### src/rtl/tmcp_pkg.sv
package tmcp_pkg;

   // Fixed field widths of the request and response words.
   localparam int NODE_W      = 4;
   localparam int COST_IN_W   = 10;
   localparam int STAGE_OUT_W = 5;
   localparam int PATH_COST_W = 16;

   localparam logic [PATH_COST_W-1:0] PATH_COST_MAX = '1;

   // Control of one step of the add-compare-select unit.
   typedef struct packed {
      logic step;   // a cost word is being evaluated this cycle
      logic first;  // the word belongs to the first stage
      logic take;   // the candidate competes (indexes in range)
      logic close;  // the word ends its node, running state is cleared
   } acs_ctl_type;

   // Status of the running minimum after the current step.
   typedef struct packed {
      logic empty;  // no candidate has competed yet
      logic tie;    // an equal later candidate was seen
   } acs_flag_type;

endpackage

### src/rtl/tmcp_acs.sv
module tmcp_acs #(
   parameter int NODE_IDX_W = 4,
   parameter int COST_WIDTH = 16
) (
   input  logic                               clock,
   input  logic                               reset,
   input  tmcp_pkg::acs_ctl_type              ctl,
   input  logic [COST_WIDTH-1:0]              prev_cost,
   input  logic [tmcp_pkg::COST_IN_W-1:0]     node_cost,
   input  logic [tmcp_pkg::COST_IN_W-1:0]     trans_cost,
   input  logic [NODE_IDX_W-1:0]              prev_node,
   output logic [COST_WIDTH-1:0]              best_cost,
   output logic [NODE_IDX_W-1:0]              best_prev,
   output tmcp_pkg::acs_flag_type             best_flag
);

   localparam int SUM_W = COST_WIDTH + 12;
   localparam logic [SUM_W-1:0] SAT_LIMIT = {{12{1'b0}}, {COST_WIDTH{1'b1}}};

   logic [COST_WIDTH-1:0] run_cost_ff, run_cost_in;
   logic [NODE_IDX_W-1:0] run_prev_ff, run_prev_in;
   logic                  run_tie_ff, run_tie_in;
   logic                  run_empty_ff, run_empty_in;

   logic [SUM_W-1:0]      sum;
   logic [COST_WIDTH-1:0] cand;
   logic [NODE_IDX_W-1:0] cand_prev;

   // Candidate: predecessor cost plus transition and node cost, saturated; on the first stage the node cost alone.
   always_comb begin
      if (ctl.first) begin
         sum = SUM_W'(node_cost);
      end else begin
         sum = SUM_W'(prev_cost) + SUM_W'(trans_cost) + SUM_W'(node_cost);
      end
      cand      = (sum > SAT_LIMIT) ? SAT_LIMIT[COST_WIDTH-1:0] : sum[COST_WIDTH-1:0];
      cand_prev = ctl.first ? '0 : prev_node;
   end

   // Compare-select against the running minimum; first strict minimum wins.
   always_comb begin
      best_cost       = run_cost_ff;
      best_prev       = run_prev_ff;
      best_flag.tie   = run_tie_ff;
      best_flag.empty = run_empty_ff;
      if (ctl.step && ctl.take) begin
         if (run_empty_ff || (cand < run_cost_ff)) begin
            best_cost       = cand;
            best_prev       = cand_prev;
            best_flag.tie   = 1'b0;
            best_flag.empty = 1'b0;
         end else if ((cand == run_cost_ff) && !ctl.first) begin
            best_flag.tie = 1'b1;
         end
      end
   end

   // The running state is cleared when a node closes.
   always_comb begin
      run_cost_in  = run_cost_ff;
      run_prev_in  = run_prev_ff;
      run_tie_in   = run_tie_ff;
      run_empty_in = run_empty_ff;
      if (ctl.step) begin
         if (ctl.close) begin
            run_cost_in  = '0;
            run_prev_in  = '0;
            run_tie_in   = 1'b0;
            run_empty_in = 1'b1;
         end else begin
            run_cost_in  = best_cost;
            run_prev_in  = best_prev;
            run_tie_in   = best_flag.tie;
            run_empty_in = best_flag.empty;
         end
      end
   end

   always_ff @(posedge clock) begin
      if (reset) begin
         run_cost_ff  <= '0;
         run_prev_ff  <= '0;
         run_tie_ff   <= 1'b0;
         run_empty_ff <= 1'b1;
      end else begin
         run_cost_ff  <= run_cost_in;
         run_prev_ff  <= run_prev_in;
         run_tie_ff   <= run_tie_in;
         run_empty_ff <= run_empty_in;
      end
   end

endmodule

### src/rtl/trellis_min_cost_path.sv
// Min-sum trellis path search with trace back.
// Request channel (req_*): valid/ready. A word with req_mode = 0 is one cost
// word for a (node, predecessor) pair of the current stage; a word with
// req_mode = 1 asks for the best path ending at req_end_node of the last
// committed stage.
// Response channel (rsp_*): valid/ready. A trace back gives one word per
// committed stage, last stage first, with rsp_last set on the stage-0 word.
// Cost words give no response.
// A cost word is handled as an accumulated-cost memory read, then one
// add-compare-select step in the shared unit; req_ready is low meanwhile.
// A trace back first reads the end cost, then for each stage does a survivor
// memory read and then gives the response word, plus any stall of the
// receiver; req_ready stays low until the stage-0 word is taken.
// While rsp_ready is low the response word holds and the block waits.
// Reset empties the trellis and clears the running minimum; the memories
// are not cleared and need no pass after reset.
module trellis_min_cost_path #(
   parameter int MAX_NODES  = 16,
   parameter int MAX_STAGES = 32,
   parameter int COST_WIDTH = 16
) (
   input  logic                                 clock,
   input  logic                                 reset,
   input  logic                                 req_valid,
   output logic                                 req_ready,
   input  logic                                 req_mode,
   input  logic                                 req_stage_first,
   input  logic [tmcp_pkg::NODE_W-1:0]          req_node_index,
   input  logic [tmcp_pkg::COST_IN_W-1:0]       req_node_cost,
   input  logic [tmcp_pkg::NODE_W-1:0]          req_prev_index,
   input  logic [tmcp_pkg::COST_IN_W-1:0]       req_trans_cost,
   input  logic                                 req_last_prev,
   input  logic                                 req_last_node,
   input  logic [tmcp_pkg::NODE_W-1:0]          req_end_node,
   output logic                                 rsp_valid,
   input  logic                                 rsp_ready,
   output logic [tmcp_pkg::STAGE_OUT_W-1:0]     rsp_stage_index,
   output logic [tmcp_pkg::NODE_W-1:0]          rsp_path_node,
   output logic [tmcp_pkg::PATH_COST_W-1:0]     rsp_path_cost,
   output logic                                 rsp_tie_seen,
   output logic                                 rsp_last
);

   localparam int NODE_IDX_W  = $clog2(MAX_NODES);
   localparam int STG_IDX_W   = $clog2(MAX_STAGES);
   localparam int STG_CNT_W   = $clog2(MAX_STAGES + 1);
   localparam int BANK_DEPTH  = 2 * MAX_NODES;
   localparam int BANK_AW     = $clog2(BANK_DEPTH);
   localparam int STORE_DEPTH = MAX_STAGES * MAX_NODES;
   localparam int STORE_AW    = $clog2(STORE_DEPTH);
   localparam int EXT_W       = COST_WIDTH + tmcp_pkg::PATH_COST_W;

   localparam logic [2:0] ST_IDLE   = 3'd0;
   localparam logic [2:0] ST_CALC   = 3'd1;
   localparam logic [2:0] ST_RBCOST = 3'd2;
   localparam logic [2:0] ST_RBREAD = 3'd3;
   localparam logic [2:0] ST_RBOUT  = 3'd4;

   function automatic logic [BANK_AW-1:0] bank_addr(input logic bank,
                                                    input logic [NODE_IDX_W-1:0] node);
      logic [BANK_AW-1:0] base;
      base = bank ? BANK_AW'(MAX_NODES) : '0;
      return base + BANK_AW'(node);
   endfunction

   function automatic logic [STORE_AW-1:0] store_addr(input logic [STG_IDX_W-1:0] stage,
                                                      input logic [NODE_IDX_W-1:0] node);
      logic [STORE_AW-1:0] base;
      base = STORE_AW'(stage) * STORE_AW'(MAX_NODES);
      return base + STORE_AW'(node);
   endfunction

   // Control state.
   logic [2:0]           state_ff, state_in;
   logic                 bank_sel_ff, bank_sel_in;
   logic [STG_CNT_W-1:0] stage_cnt_ff, stage_cnt_in;

   // Latched cost word.
   logic                          it_first_ff, it_take_ff, it_close_ff, it_commit_ff;
   logic                          it_node_ok_ff;
   logic [NODE_IDX_W-1:0]         it_node_ff, it_prev_ff;
   logic [tmcp_pkg::COST_IN_W-1:0] it_ncost_ff, it_tcost_ff;
   logic [STG_IDX_W-1:0]          it_stage_ff;

   // Trace back position and response register.
   logic [STG_IDX_W-1:0]             rb_stage_ff, rb_stage_in;
   logic [NODE_IDX_W-1:0]            rb_node_ff, rb_node_in;
   logic [tmcp_pkg::PATH_COST_W-1:0] rb_cost_ff, rb_cost_in;
   logic [tmcp_pkg::STAGE_OUT_W-1:0] rsp_stage_ff;
   logic [tmcp_pkg::NODE_W-1:0]      rsp_node_ff;
   logic [tmcp_pkg::PATH_COST_W-1:0] rsp_cost_ff;
   logic                             rsp_tie_ff, rsp_last_ff;

   // Memories: accumulated cost banks, survivor with tie flag on top.
   logic [COST_WIDTH-1:0] acc_mem [BANK_DEPTH];
   logic [COST_WIDTH-1:0] acc_rd_ff;
   logic [NODE_IDX_W:0]   store_mem [STORE_DEPTH];
   logic [NODE_IDX_W:0]   store_rd_ff;

   logic                    req_fire;
   logic                    req_node_ok, req_prev_ok, req_end_ok, req_in_range;
   logic [STG_CNT_W-1:0]    req_cur;
   logic [NODE_IDX_W-1:0]   req_node_n, req_prev_n, req_end_n;
   logic [BANK_AW-1:0]      acc_raddr, acc_waddr;
   logic [STG_IDX_W-1:0]    rd_stage;
   logic [STORE_AW-1:0]     store_raddr, store_waddr;
   logic                    calc_write;
   logic [EXT_W-1:0]        acc_ext;

   tmcp_pkg::acs_ctl_type   acs_ctl;
   logic [COST_WIDTH-1:0]   best_cost;
   logic [NODE_IDX_W-1:0]   best_prev;
   tmcp_pkg::acs_flag_type  best_flag;

   assign req_ready = (state_ff == ST_IDLE);
   assign req_fire  = req_valid && req_ready;
   assign rsp_valid = (state_ff == ST_RBOUT);

   // Request decode.
   always_comb begin
      req_node_ok  = 32'(req_node_index) < MAX_NODES;
      req_prev_ok  = 32'(req_prev_index) < MAX_NODES;
      req_end_ok   = 32'(req_end_node) < MAX_NODES;
      req_node_n   = NODE_IDX_W'(req_node_index);
      req_prev_n   = NODE_IDX_W'(req_prev_index);
      req_end_n    = NODE_IDX_W'(req_end_node);
      req_cur      = req_stage_first ? '0 : stage_cnt_ff;
      req_in_range = 32'(req_cur) < MAX_STAGES;
   end

   // Memory addresses.
   always_comb begin
      acc_raddr   = bank_addr(bank_sel_ff, req_mode ? req_end_n : req_prev_n);
      acc_waddr   = bank_addr(~bank_sel_ff, it_node_ff);
      rd_stage    = (state_ff == ST_RBOUT) ? rb_stage_ff - 1'b1 : rb_stage_ff;
      store_raddr = store_addr(rd_stage, rb_node_ff);
      store_waddr = store_addr(it_stage_ff, it_node_ff);
      calc_write  = (state_ff == ST_CALC) && it_close_ff && it_node_ok_ff;
      acc_ext     = EXT_W'(acc_rd_ff);
   end

   // Shared add-compare-select unit.
   always_comb begin
      acs_ctl.step  = (state_ff == ST_CALC);
      acs_ctl.first = it_first_ff;
      acs_ctl.take  = it_take_ff;
      acs_ctl.close = it_close_ff;
   end

   tmcp_acs #(
      .NODE_IDX_W (NODE_IDX_W),
      .COST_WIDTH (COST_WIDTH)
   ) u_acs (
      .clock      (clock),
      .reset      (reset),
      .ctl        (acs_ctl),
      .prev_cost  (acc_rd_ff),
      .node_cost  (it_ncost_ff),
      .trans_cost (it_tcost_ff),
      .prev_node  (it_prev_ff),
      .best_cost  (best_cost),
      .best_prev  (best_prev),
      .best_flag  (best_flag)
   );

   // Sequencer.
   always_comb begin
      state_in     = state_ff;
      bank_sel_in  = bank_sel_ff;
      stage_cnt_in = stage_cnt_ff;
      rb_stage_in  = rb_stage_ff;
      rb_node_in   = rb_node_ff;
      rb_cost_in   = rb_cost_ff;
      case (state_ff)
         ST_IDLE: begin
            if (req_fire) begin
               if (!req_mode) begin
                  if (req_in_range) begin
                     state_in = ST_CALC;
                  end
               end else if ((stage_cnt_ff != '0) && req_end_ok) begin
                  rb_stage_in = STG_IDX_W'(stage_cnt_ff - 1'b1);
                  rb_node_in  = req_end_n;
                  state_in    = ST_RBCOST;
               end
            end
         end
         ST_CALC: begin
            if (it_commit_ff) begin
               bank_sel_in  = ~bank_sel_ff;
               stage_cnt_in = STG_CNT_W'(it_stage_ff) + STG_CNT_W'(1);
            end
            state_in = ST_IDLE;
         end
         ST_RBCOST: begin
            if (acc_ext > EXT_W'(tmcp_pkg::PATH_COST_MAX)) begin
               rb_cost_in = tmcp_pkg::PATH_COST_MAX;
            end else begin
               rb_cost_in = acc_ext[tmcp_pkg::PATH_COST_W-1:0];
            end
            state_in = ST_RBREAD;
         end
         ST_RBREAD: begin
            rb_node_in = store_rd_ff[NODE_IDX_W-1:0];
            state_in   = ST_RBOUT;
         end
         ST_RBOUT: begin
            if (rsp_ready) begin
               if (rsp_last_ff) begin
                  state_in = ST_IDLE;
               end else begin
                  rb_stage_in = rb_stage_ff - 1'b1;
                  state_in    = ST_RBREAD;
               end
            end
         end
         default: begin
            state_in = ST_IDLE;
         end
      endcase
   end

   // Control registers.
   always_ff @(posedge clock) begin
      if (reset) begin
         state_ff     <= ST_IDLE;
         bank_sel_ff  <= 1'b0;
         stage_cnt_ff <= '0;
      end else begin
         state_ff     <= state_in;
         bank_sel_ff  <= bank_sel_in;
         stage_cnt_ff <= stage_cnt_in;
      end
   end

   // Cost word capture.
   always_ff @(posedge clock) begin
      if (req_fire) begin
         it_first_ff   <= req_stage_first;
         it_take_ff    <= req_node_ok && (req_stage_first || req_prev_ok);
         it_close_ff   <= req_last_prev || req_last_node;
         it_commit_ff  <= req_last_node;
         it_node_ok_ff <= req_node_ok;
         it_node_ff    <= req_node_n;
         it_prev_ff    <= req_prev_n;
         it_ncost_ff   <= req_node_cost;
         it_tcost_ff   <= req_trans_cost;
         it_stage_ff   <= STG_IDX_W'(req_cur);
      end
   end

   // Trace back position and response word.
   always_ff @(posedge clock) begin
      rb_stage_ff <= rb_stage_in;
      rb_node_ff  <= rb_node_in;
      rb_cost_ff  <= rb_cost_in;
      if (state_ff == ST_RBREAD) begin
         rsp_stage_ff <= tmcp_pkg::STAGE_OUT_W'(rb_stage_ff);
         rsp_node_ff  <= tmcp_pkg::NODE_W'(rb_node_ff);
         rsp_cost_ff  <= rb_cost_ff;
         rsp_tie_ff   <= store_rd_ff[NODE_IDX_W];
         rsp_last_ff  <= (rb_stage_ff == '0);
      end
   end

   // Accumulated cost memory; an empty node stores the saturated cost.
   always_ff @(posedge clock) begin
      if (calc_write) begin
         acc_mem[acc_waddr] <= best_flag.empty ? {COST_WIDTH{1'b1}} : best_cost;
      end
      acc_rd_ff <= acc_mem[acc_raddr];
   end

   // Survivor and tie memory.
   always_ff @(posedge clock) begin
      if (calc_write) begin
         store_mem[store_waddr] <= best_flag.empty ? '0 : {best_flag.tie, best_prev};
      end
      store_rd_ff <= store_mem[store_raddr];
   end

   assign rsp_stage_index = rsp_stage_ff;
   assign rsp_path_node   = rsp_node_ff;
   assign rsp_path_cost   = rsp_cost_ff;
   assign rsp_tie_seen    = rsp_tie_ff;
   assign rsp_last        = rsp_last_ff;

endmodule

### config.mk
export PLATFORM = sky130hd
export DESIGN_NAME = trellis_min_cost_path
export DESIGN_NICKNAME = d
export VERILOG_FILES = /design/src/rtl/tmcp_pkg.sv /design/src/rtl/tmcp_acs.sv /design/src/rtl/trellis_min_cost_path.sv
export SDC_FILE = /design/constraint.sdc
export NUM_CORES = 2
export LEC_CHECK = 0
export BUFFER_PORTS_ARGS = -buffer_cell sky130_fd_sc_hd__buf_2
export CORE_ASPECT_RATIO = 0.75
export CORE_UTILIZATION = 52
export CTS_BUF_LIST = sky130_fd_sc_hd__clkbuf_8
export DETAILED_ROUTE_END_ITERATION = 8
export PLACE_DENSITY = 0.67
export RECOVER_POWER = 50
export SKIP_CTS_REPAIR_TIMING = 1
export SLEW_MARGIN = 20
export SYNTH_ARGS = -nofsm -noshare
export SYNTH_HDL_FRONTEND = slang
export SYNTH_SLANG_ARGS = --single-unit
### constraint.sdc
create_clock -name clock -period 46.9 [get_ports clock]
set_input_delay 4.69 -clock clock [delete_from_list [all_inputs] [get_ports clock]]
set_output_delay 4.69 -clock clock [all_outputs]
set_load 0.01 [all_outputs]
* Word level (Yosys, flattened, before mapping) *
Memory sizes are Yosys's and may differ from the RTL's. A register that Yosys moved wholly into a read port is not among the register bits.
Cells that the tools add are included.

cells by class
  reduce and logical (&&, ||, !) cells = 15
  order comparisons = 4
  add/subtract/negate cells = 9
  shift-type cells = 0
  divide/modulo/power cells = 0
  multiplexer cells = 41
  multipliers = 0
  bitwise operators = 1
  equal/unequal tests = 12

operators by type and width
  operator                count
  $mux W16                5
  $mux W5                 9
  $mux W4                 8
  $add A28 B10 Y28        1
  $gt A28 B16 Y1 const B  1
  $mux W28                1
  $add A9 B4 Y9           2
  $add A16 B10 Y17        1
  $eq A16 B16 Y1          1
  $gt A16 B16 Y1 const B  1
  $lt A16 B16 Y1          1
  $mux W3                 5
  $pmux W3 S4             1
  $add A5 B4 Y5           2
  $pmux W5 S2             1
  $sub A5 B1 Y5 const B   2
  $ne A2 B1 Y1 const B    4
  $pmux W4 S2             1
  $reduce_and A4 Y1       2
  $mux W1                 7
  $add A5 B1 Y6 const B   1
  $eq A3 B2 Y1 const B    2
  $lt A6 B6 Y1 const B    1
  $mux W6                 1
  16 further kinds        21

word-level totals
  memory bits (writable) = 3,072
  register bits = 120
  bits in read-only memories = 0
  latch bits = 0
  input port bits = 40
  memories = 2

memories
  memory     depth  width  read ports  clocked after Yosys merged registers in  wr ports  line                         text
  store_mem  512    5      1           1                                        1         trellis_min_cost_path.sv:97  logic [NODE_IDX_W:0] store_mem [STORE_DEPTH];
  acc_mem    32     16     1           1                                        1         trellis_min_cost_path.sv:95  logic [COST_WIDTH-1:0] acc_mem [BANK_DEPTH];

* Depth between registers and ports, before layout *
  word-level depth = 11
  mapped depth = 31
  mapped depth without buffers = 29

* Hierarchy *
A second synthesis with hierarchy kept.

second synthesis, totals
  cells, all modules = 6,264
  area, all modules = 125,799.4 µm²

by module, submodules not included
  module                 area an instance (µm²)  cells an instance  times used  sequential area each (µm²)
  trellis_min_cost_path  123,400.9               5,991              1           95,511.6
  tmcp_acs               2,398.6                 273                1           440.4

* Least setup slack after synthesis *
OpenSTA, ideal clock, no wires.

  path kind = register to register
  from = register it_tcost_ff[0] in the netlist's numbering
  to = memory store_mem[0][4] in the netlist's numbering (data pin)
  clock period less this slack = 28.249 ns
  data arrival time = 24.268 ns
  data required time = 42.919 ns
  buffers on the path = 2
  cell stages (with the launch flop) = 30
  setup time = 3.981 ns
  setup slack = 18.651 ns
  path through = edfxtp_1 ha_1 inv_1 fa_1 nor2b_1 o2111ai_1 nand2_1 nor2_1 o21bai_1 a21oi_1 xnor2_1 ha_1 a21o_1 nor4_1 a211oi_1 a21oi_1 nor3_1 o211ai_1 and4_1 a211oi_1 nor2_1 ha_1 nand4_1 or2_2 nor2_1 o21ai_1 and2_1 clkbuf_1 clkbuf_1 nor3_1

on the way
  longest elaborated chain between the ends = 11
  elaborated cells on any way between the ends = 14
  those cells by class = add/sub: 2; order compare: 2; eq/ne: 1; mux: 7; reduce/logical: 2

ends and longest elaborated chain
  element                                                 line                          text
  start, declared                                         trellis_min_cost_path.sv:82   logic [tmcp_pkg::COST_IN_W-1:0] it_ncost_ff, it_tcost_ff;
  start signal, assigned                                  trellis_min_cost_path.sv:247  it_tcost_ff <= req_trans_cost;
  $add A16 B10 Y17 *                                      tmcp_acs.sv:34                sum = SUM_W'(prev_cost) + SUM_W'(trans_cost) + SUM_W'(node_cost);
  $add A28 B10 Y28 *                                      tmcp_acs.sv:34
  $mux W28 *                                              tmcp_acs.sv:31                if (ctl.first) begin
  $gt A28 B16 Y1                                          tmcp_acs.sv:36                cand = (sum > SAT_LIMIT) ? SAT_LIMIT[COST_WIDTH-1:0] : sum[COST_WIDTH-1:0];
  $mux W16 *                                              tmcp_acs.sv:36
  branches (longest 4 deep; another with $lt A16 B16 Y1)  n/a
  $mux W2 *                                               tmcp_acs.sv:46                if (ctl.step && ctl.take) begin
  $mux W5 *                                               trellis_min_cost_path.sv:277  store_mem[store_waddr] <= best_flag.empty ? '0 : {best_flag.tie, best_prev};
  end, declared                                           trellis_min_cost_path.sv:97

Every way passes the cells marked *.

* Worst setup path in the final report *
  from = register it_tcost_ff[0] in the netlist's numbering
  to = memory store_mem[203][0] in the netlist's numbering (data pin)

on the way
  longest elaborated chain between the ends = 10
  elaborated cells on any way between the ends = 12
  those cells by class = add/sub: 2; order compare: 2; mux: 7; reduce/logical: 1

ends and longest elaborated chain
  element                             line                          text
  $add A16 B10 Y17 *                  tmcp_acs.sv:34
  $add A28 B10 Y28 *                  tmcp_acs.sv:34
  $mux W28 *                          tmcp_acs.sv:31
  $gt A28 B16 Y1                      tmcp_acs.sv:36
  $mux W16 *                          tmcp_acs.sv:36
  $lt A16 B16 Y1 *                    tmcp_acs.sv:47                if (run_empty_ff || (cand < run_cost_ff)) begin
  $logic_or A1 B1 Y1 *                tmcp_acs.sv:47
  $mux W4 or $mux W1 (tied branches)  tmcp_acs.sv:47
  $mux W4 or $mux W2 (tied branches)  tmcp_acs.sv:46
  $mux W5 *                           trellis_min_cost_path.sv:277

Mark *: on every way between the ends. The rest lies on a longest branch, timed or not.

==> run_results.csv <==
group,metric,value,unit
run_status,status,"finished with violations",
run_status,violations,"capacitance limit, slew limit",
synth,yosysUniqueCellTypes,61,
die,fp-row-count,156,
placed_design,hpwl,168.1,mm
synth,async_flop_share,0,%
global_routing,grtUsageMet3,5.176,%
setup_path,crit_type,"reg2reg",
drt,drc_errors,0,
synth,synth-compound-area-share,0.9568,%
drt,antenna_left,0,
clocking,cts_max_level,5,
synth,synthXorXnorAreaFrac,0.2223,%
worst_hold_path,hold_path_class,"reg2reg",
drt,drtIter0Drc,7594,
clocking,tritoncts,"done",
global_routing,overflow,0,
clocking,clockRootBuffer,"clkbuf_8",
global_routing,grt_pass1_vias,61540,
timing,slew_violations,607,
cells_and_area,stdcell_area,139000,um^2
cells_and_area,nets,6348,
setup_path,path_max_fanout,108,
clocking,cts_buffers,470,
die,io_pins,69,
placed_design,gp_congestion,0.8443,
synth,synth_top_area_share,75.28,%
global_routing,grt_pass1_wl,429.3,mm
timing,fmax,99.20,MHz
cells_and_area,layout-area-overhead-vs-synth,10.25,%
die,start_util,52.29,%
setup_path,crit_path_frequent_cell,"a21oi_1",
synth,synth_fa_ha_area_share,0.4784,%
synth,netlist_instances,5947,
timing,fin_crit_sh,21.49,%
timing,tightest_slew,4.574,ns
clocking,cts.path.max_buffers,4,
global_routing,grtUsageMet2,35.75,%
synth,synth-edff-count,3160,
timing,rsz0062_at_grt,"no",
setup_path,slowest_delay,0.92,ns
timing,hold_viol,0,
setup_path,path_delay_family,"compound AO/OA/AOI/OAI gates",
setup_path,cp-start-kind,"flip-flop",
synth,synth_area,126100,um^2
drt,vias,61290,
timing,fin_crit,10.08,ns
global_routing,antenna_found_initial,9,
timing,skew,0.06554,ns
placed_design,place_ws,37.08,ns
die,die_h,428.4,um
power,p_leak,38.24,nW
synth,synth_most_common_cell,"edfxtp_1",
synth,yosysSeqAreaShare,76.12,%
timing,setup_slack,36.82,ns
global_routing,grt_use_total,24.10,%
timing,tns,0,ns
synth,yosys_warnings,0,
synth,synth_commonest_cells,"3160 x edfxtp_1, 958 x mux4_2, 607 x nor2_1",
timing,setup_viol,0,
setup_path,cpMaxStageDelayCell,"buf_4",
die,core_area,241100,um^2
flow_run,cap_viol_max_count,22,
drt,routed_wirelength,293.4,mm
synth,synth_seq_cells,3213,
drt,via_per_inst,6.192,
synth,synth_area_leaders,"edfxtp_1 75%, mux4_2 17%, nor2_1 1.8%",
placed_design,dp_cells,9027,
cells_and_area,drive_above_1_share,25.85,%
clocking,clk_pin_slew,0.06,ns
cells_and_area,fin_cells,9898,
synth,synth_ff_type,"edfxtp_1",
die,dieArea,244400,um^2
clocking,worstSkewPairLatency,1.05,ns
drt,wl_per_cell,29.64,um
setup_path,end_kind,"flip-flop",
synth,yosys.area.top_type,"edfxtp_1",
clocking,cts_sinks,3213,
synth,syn_area_per_cell,21.20,um^2
drt,first_pass_iters,6,
placed_design,placed_area,130700,um^2
placed_design,portBuffers,68,
global_routing,grt_max_degree,246,
setup_path,crit_arrival,10.74,ns
setup_path,path_buf_inv,4,
synth,synth_top_family_by_area,"multiplexers",
power,irDropWorstVdd,27.74,uV
global_routing,met1_usage,36.91,%
synth,syn-num-nets,6034,
cells_and_area,final_util,57.65,%
synth,synthSimpleGateAreaFrac,3.430,%
setup_path,worst_ep_required_time,47.56,ns
synth,synthMuxAreaShare,17.55,%
power,p_per_area,40.03,nW/um^2
die,die_x,570.5,um
timing,relSlewSlack,-204.9,%
global_routing,grt_busiest_layer,"met1",
metrics by stage:
step	hold slack (ns)	total power [mW]
6_report	0.4181	5.563
5_1_grt	0.4347	5.731
4_1_cts	0.4201	5.594
3_5_place_dp	0.4052	3.537
3_3_place_gp	0.4016	3.531
2_1_floorplan	0.3855	3.429
power by group:
group	internal [mW]	switching [mW]	leakage, nW
Sequential	3.15	0.0111	24.9
Clock	1.02	1.07	5.06
Combinational	0.119	0.202	8.24
cell families (layout without fill, tap and decap cells):
group,after synthesis,in the layout
other cells,0,5
xor+xnor,32,32
fa+ha+maj,47,47
simple gates,1059,1059
flops,3213,3213
buf+inv,394,1101
mux,1012,1012
compound gates,190,190
metal layers:
metal  up-vias  share of wire, %
li1      25270                 -
met1     32570                42
met2      3015                46
met3       431               9.3
met4         0               2.4
met5         -                 0
flip-flops by register name, indices dropped and copies added (netlist names), 5 cells and up:
| name | count |
|---|---|
| acc_mem | 512 |
| acc_rd_ff | 16 |
| it_ncost_ff | 10 |
| it_stage_ff | 5 |
| it_tcost_ff | 10 |
| rb_cost_ff | 16 |
| rb_stage_ff | 5 |
| rsp_path_cost | 16 |
| rsp_stage_index | 5 |
| stage_cnt_ff | 6 |
| store_mem | 2560 |
| store_rd_ff | 5 |
| u_acs.run_cost_ff | 16 |
layout by cell type, fill, tap and decap left out, types with 66 or more instances in the layout:
master / netlist / final
clkinv_2: 0 / 70
mux4_2: 958 / 958
clkbuf_8: 0 / 487
nand2_1: 253 / 253
nand3_1: 115 / 114
nor2_1: 607 / 607
clkbuf_1: 260 / 66
edfxtp_1: 3160 / 3160
clkinv_1: 1 / 112
inv_1: 37 / 203
cell type report:
type | instances | area, um^2
Clock inverter | 378 | 1923
Inverter | 38 | 142.6
Clock buffer | 487 | 6703
Multi-Input combinational cell | 2340 | 28850
Timing Repair Buffer | 198 | 1346
Fill cell | 17420 | 102100
Sequential cell | 3213 | 95950
Tap cell | 3239 | 4053
Antenna cell | 5 | 12.51
path summary, 6_finish.rpt:
kind	start	cells after the start	slack [ns]	endpoint
max reg2reg	it_tcost_ff[0]$_DFFE_PP_	32	36.82	store_mem[203][0]$_DFFE_PP_
min reg2reg	rb_cost_ff[14]$_DFFE_PP_	0	0.42	rsp_path_cost[14]$_DFFE_PP_
min	rb_cost_ff[14]$_DFFE_PP_	0	0.42	rsp_path_cost[14]$_DFFE_PP_
max	it_tcost_ff[0]$_DFFE_PP_	32	36.82	store_mem[203][0]$_DFFE_PP_
worst reg2reg max path: cells and delay by family (launching register included):
family / cells / cell delay, ns
compound gates: 15 / 3.81
xor+xnor: 1 / 0.19
fa+ha+maj: 4 / 1.26
buf+inv: 4 / 2.77
flops: 1 / 0.33
simple gates: 8 / 1.28
No activity file was read; power rests on OpenSTA's default activity.
